### src/rtl/svpdc_pkg.sv
`timescale 1ns / 1ps

package svpdc_pkg;

    localparam int VOLT_WIDTH_DEF = 16;

    // register file of the configuration channel
    localparam int CFG_IDX_W  = 1;
    localparam int CFG_DATA_W = 16;
    localparam logic [CFG_IDX_W-1:0] REG_DC_BUS_VOLTAGE = 1'b0;
    localparam logic [CFG_IDX_W-1:0] REG_TIMER_PERIOD   = 1'b1;
    localparam logic [CFG_DATA_W-1:0] DC_BUS_VOLTAGE_RST = 16'd4096;
    localparam logic [CFG_DATA_W-1:0] TIMER_PERIOD_RST   = 16'd4199;

    // sqrt3 in Q15
    localparam int SQRT3_Q15 = 56756;

    // compare values, quotient of the divider
    localparam int CMP_W      = 16;
    localparam int DIV_W      = 2 * CMP_W;
    localparam int DIV_STAGES = CMP_W;

    localparam int SECTOR_W = 3;
    localparam logic [SECTOR_W-1:0] SECTOR_1 = 3'd1;
    localparam logic [SECTOR_W-1:0] SECTOR_2 = 3'd2;
    localparam logic [SECTOR_W-1:0] SECTOR_3 = 3'd3;
    localparam logic [SECTOR_W-1:0] SECTOR_4 = 3'd4;
    localparam logic [SECTOR_W-1:0] SECTOR_5 = 3'd5;
    localparam logic [SECTOR_W-1:0] SECTOR_6 = 3'd6;

    localparam int OUT_FIELDS_W = 3 * CMP_W + SECTOR_W;
    localparam int OUT_TDATA_W  = ((OUT_FIELDS_W + 7) / 8) * 8;

    typedef struct packed {
        logic [CMP_W-1:0] rem;
        logic [CMP_W-1:0] low;
        logic [CMP_W-1:0] quo;
    } div_lane_t;

    typedef struct packed {
        div_lane_t [2:0]     lane;
        logic [SECTOR_W-1:0] sector;
    } div_word_t;

endpackage

### src/rtl/svpdc_div.sv
`timescale 1ns / 1ps

module svpdc_div
    import svpdc_pkg::*;
(
    input  logic                  clk,
    input  logic                  rst_n,
    input  logic                  in_valid,
    output logic                  in_ready,
    input  logic [DIV_W-1:0]      dividend_a,
    input  logic [DIV_W-1:0]      dividend_b,
    input  logic [DIV_W-1:0]      dividend_c,
    input  logic [SECTOR_W-1:0]   sector_in,
    input  logic [CMP_W-1:0]      divisor,
    output logic                  out_valid,
    input  logic                  out_ready,
    output logic [CMP_W-1:0]      quot_a,
    output logic [CMP_W-1:0]      quot_b,
    output logic [CMP_W-1:0]      quot_c,
    output logic [SECTOR_W-1:0]   sector_out
);

    logic [DIV_STAGES-1:0] valid_reg;
    logic [DIV_STAGES-1:0] adv;
    div_word_t             word_reg [DIV_STAGES];
    div_word_t             word_in  [DIV_STAGES];
    div_word_t             first_word;

    // one quotient bit per stage; the remainder always stays below the divisor
    function automatic div_lane_t lane_step(
        input div_lane_t        l,
        input logic [CMP_W-1:0] d
    );
        logic [CMP_W:0] trial;
        logic [CMP_W:0] diff;
        div_lane_t      r;
        trial = {l.rem, l.low[CMP_W-1]};
        diff  = trial - {1'b0, d};
        r.low = {l.low[CMP_W-2:0], 1'b0};
        if (trial >= {1'b0, d})
        begin
            r.rem = diff[CMP_W-1:0];
            r.quo = {l.quo[CMP_W-2:0], 1'b1};
        end
        else
        begin
            r.rem = trial[CMP_W-1:0];
            r.quo = {l.quo[CMP_W-2:0], 1'b0};
        end
        return r;
    endfunction

    function automatic div_word_t word_step(
        input div_word_t        w,
        input logic [CMP_W-1:0] d
    );
        div_word_t r;
        r.lane[0] = lane_step(w.lane[0], d);
        r.lane[1] = lane_step(w.lane[1], d);
        r.lane[2] = lane_step(w.lane[2], d);
        r.sector  = w.sector;
        return r;
    endfunction

    always_comb
    begin
        first_word.lane[0] = '{rem: dividend_a[DIV_W-1:CMP_W], low: dividend_a[CMP_W-1:0],
                               quo: '0};
        first_word.lane[1] = '{rem: dividend_b[DIV_W-1:CMP_W], low: dividend_b[CMP_W-1:0],
                               quo: '0};
        first_word.lane[2] = '{rem: dividend_c[DIV_W-1:CMP_W], low: dividend_c[CMP_W-1:0],
                               quo: '0};
        first_word.sector  = sector_in;
    end

    for (genvar i = 0; i < DIV_STAGES; i++)
    begin : g_stage
        if (i == DIV_STAGES - 1)
        begin : g_last
            assign adv[i] = !valid_reg[i] || out_ready;
        end
        else
        begin : g_mid
            assign adv[i] = !valid_reg[i] || adv[i+1];
        end

        if (i == 0)
        begin : g_first
            assign word_in[i] = first_word;
            always_ff @(posedge clk or negedge rst_n)
            begin
                if (!rst_n)
                    valid_reg[i] <= 1'b0;
                else if (adv[i])
                    valid_reg[i] <= in_valid;
            end
        end
        else
        begin : g_next
            assign word_in[i] = word_reg[i-1];
            always_ff @(posedge clk or negedge rst_n)
            begin
                if (!rst_n)
                    valid_reg[i] <= 1'b0;
                else if (adv[i])
                    valid_reg[i] <= valid_reg[i-1];
            end
        end

        always_ff @(posedge clk)
        begin
            if (adv[i])
                word_reg[i] <= word_step(word_in[i], divisor);
        end
    end

    assign in_ready   = adv[0];
    assign out_valid  = valid_reg[DIV_STAGES-1];
    assign quot_a     = word_reg[DIV_STAGES-1].lane[0].quo;
    assign quot_b     = word_reg[DIV_STAGES-1].lane[1].quo;
    assign quot_c     = word_reg[DIV_STAGES-1].lane[2].quo;
    assign sector_out = word_reg[DIV_STAGES-1].sector;

endmodule
### config.mk
export PLATFORM = sky130hd
export DESIGN_NAME = svpdc_div
export DESIGN_NICKNAME = d
export VERILOG_FILES = /design/src/rtl/svpdc_pkg.sv /design/src/rtl/svpdc_div.sv
export SDC_FILE = /design/constraint.sdc
export NUM_CORES = 2
export LEC_CHECK = 0
export BUFFER_PORTS_ARGS = -buffer_cell sky130_fd_sc_hd__buf_2
export CAP_MARGIN = 20
export CORE_MARGIN = 2
export CORE_UTILIZATION = 35
export DETAILED_ROUTE_END_ITERATION = 6
export GPL_TIMING_DRIVEN = 0
export PLACE_DENSITY = 0.53
export SETUP_SLACK_MARGIN = 0.3
export SLEW_MARGIN = 40
export SYNTH_ARGS = -nofsm -noshare
export SYNTH_HDL_FRONTEND = slang
export SYNTH_SLANG_ARGS = --single-unit
### constraint.sdc
create_clock -name clk -period 10 [get_ports clk]
set_input_delay 1 -clock clk [delete_from_list [all_inputs] [get_ports clk]]
set_output_delay 1 -clock clk [all_outputs]
set_load 0.03 [all_outputs]
==> flow_summary.ini <==
[sta]
slew_violations = 0
fin_skew_ns = 0.0367
worst_pin_slew_ns = 0.832
max_freq_mhz = 167
finalSetupViolCount = 0
finalCritPeriodShare_pct = 59.9
relSlewSlack_pct = 44.5
layout_setup_ws_ns = 4.01
rsz0062_at_grt = false
hold_viol_final = 0
period_minus_slack_ns = 5.99

[logic_synthesis]
yosysUniqueCellTypes = 91
syn-num-nets = 8448
synthTopCellsByArea = edfxtp_1 (51%), ha_1 (11%), mux2_2 (5.6%)
syn_inst = 7516
ys.flop_type = edfxtp_1
synth_edf_count = 1536
synthArstFlopShare_pct = 1.03
synth_area_um2 = 90100
muxShareOfSynthArea_pct = 6.76
synth-xor-area-share_pct = 4.06
synthAdderAreaFrac_pct = 11.7
ys_warn_count = 0
yosys.area_share.simple_pct = 9.74
ys_seq_area_share_pct = 51.6
synth-compound-area-share_pct = 14.4
synth_top_area_share_pct = 51.2
ys_seq_elements = 1552
yosysTopAreaCell = edfxtp_1
syn_avg_cell_area_um2 = 12.0
synth_top_family_by_area = compound AO/OA/AOI/OAI gates

[grt]
antenna_found_initial = 5
grt_max_degree = 72
grt_overflow = 0
grt_pass1_vias = 61200
grt_util_all_layers_pct = 17.2
grt_pass1_wl_mm = 354

[hold_path]
hold_class = in -> async

[power_and_ir_drop]
max-vdd-ir-drop_mv = 0.200
p_seq_share_pct = 34.0
p_switching_uw = 13200
p_per_area_nw_per_um2 = 344
pwr-share-comb_pct = 47.5
p_leak_uw = 0.0399
p_int_uw = 22200
clkPwrFrac_pct = 18.5
total_power_uw = 35400
swShare_pct = 37.2

[floorplan]
fp.dieW_um = 511
row_count = 186
ioPinCount = 172
fp.dieArea_um2 = 262000
dieHeight_um = 511
coreArea_um2 = 256000
start_util_pct = 35.1

[setup_path]
path_class = reg -> out
endpoint = in_ready
startpoint = out_valid$_DFFE_PN0P_
worst_setup_path_end_kind = primary output
reg2reg_to = word_reg[0][360]$_DFFE_PP_
r2r_start = out_valid$_DFFE_PN0P_
reg2reg_setup_slack_ns = 5.22
crit_path_start_kind = flop
crit_fanout = 28
reg2regPathDepth = 11
required_ns = 9.00
arrival_ns = 4.99

[clock_network]
root_buffer = clkbuf_16
hold_buffers = 0
cts_max_level = 4
clk_pin_slew_ns = 0.06
cts_setup_buffers = 0
clockBufferDepth = 3
cts-buffers-inserted = 176
cts_tree = done
clock-sinks = 1552
postCtsResizedCells = 0
clock_latency_ns = 0.83

[outcome]
status = completed

[placed_design]
dp_slack_ns = 4.08
gp_congestion = 0.847
io_buffers = 171
hpwl_mm = 164

[route]
routed-via-count = 60600
drtAntennaViolNets = 0
routed_wl_mm = 229
routed_via_density = 5.29
drt-initial-drc-count = 3423
drc = 0
firstDrtPassIters = 5
post_drt_wl_per_cell_um = 20.0

[finish]
drive_gt1_share_pct = 13.9
area_growth_pct = 14.0
final_cell_mix = edfxtp_1 (1536), ha_1 (768), nor2_1 (548)
largest_reg_flops = 1536
mostFrequentLayoutCell = edfxtp_1
nNetsFinal = 8864
fin_util_pct = 40.1
fillCellCount = 24200

[flow_run]
drv_cap = 0
## stage by stage
stage,std cells,TNS (ns),cell area [um2],hold slack (ns)
4_1_cts,11500,0,103000,0.0226
3_5_place_dp,11100,0,96800,0.405
6_report,11500,0,103000,0.0845
3_3_place_gp,11100,-2594.52,95200,0.400
5_1_grt,11500,0,103000,0.0677
2_1_floorplan,7516,0,90100,0.400
## power groups by stage
stage | logic (uW) | clock network (uW) | registers [uW]
after floorplan | 12800 | 0 | 11700
after global placement | 16300 | 0 | 12200
after detailed placement | 16700 | 0 | 12200
after CTS | 16800 | 6750 | 12000
after global routing | 18700 | 7010 | 12300
final | 16800 | 6540 | 12000
## layer usage
metal / wire [um] / track usage, %
met5: 28 / 0
met4: 6840 / 5.25
met2: 107000 / 28.8
met1: 107000 / 23.1
met3: 7320 / 2.14
## area by class of cell
cell class                 instances  area, um2  share of cell area, %
clock buffer                     207       4560                   4.44
timing repair buffer             238       2210                   2.15
antenna                            1       2.50                0.00244
multi-input combinational       5560      42100                   41.0
clock inverter                   117       1310                   1.27
inverter                         303       1280                   1.25
buffer                           101        464                  0.452
sequential                      1552      46500                   45.3
tap                             3384       4230                   4.12
## cells in the mapped netlist, drive strengths merged (57+ instances only)
cell,n
edfxtp,1536
inv,303
mux2,457
nor3,178
xor2,151
o21ai,454
clkbuf,60
nand2b,116
o31ai,60
a211oi,74
ha,768
nor2b,132
a21oi,449
nand3,145
nand4,96
nand2,391
a21o,197
mux2i,92
a31oi,69
nor2,549
xnor2,267
o21a,221
or3,57
## how the worst min path moves through the flow
stage	startpoint	to	slack (ns)	cells past startpoint
finish	rst_n	out_valid$_DFFE_PN0P_	0.08	1
global route	rst_n	out_valid$_DFFE_PN0P_	0.07	1
CTS	rst_n	out_valid$_DFFE_PN0P_	0.02	1
detailed placement	word_reg[0][917]$_DFFE_PP_	word_reg[0][1062]$_DFFE_PP_	0.40	0
global placement	word_reg[0][725]$_DFFE_PP_	word_reg[0][870]$_DFFE_PP_	0.40	0
floorplan	word_reg[0][864]$_DFFE_PP_	word_reg[0][1008]$_DFFE_PP_	0.40	0
## kinds of logic after synthesis
kind of cell / after synthesis
flip-flops: 1552
XOR/XNOR: 418
multiplexers: 549
buffers and inverters: 404
AO/OA/AOI/OAI: 1960
adder cells (fa/ha/maj): 813
AND/OR/NAND/NOR: 1820
## critical path, cell delays in order, from the launching register on
cell	delay (ns)
dfrtp_1	0.39
and3b_1	0.46
and4_1	0.38
and2_1	0.16
clkbuf_1	0.55
nand4_1	0.49
buf_6	0.29
nor2_2	0.51
nand3_4	0.38
buf_12	0.28
buf_2	0.21
No activity file was read; power rests on OpenSTA's default activity.
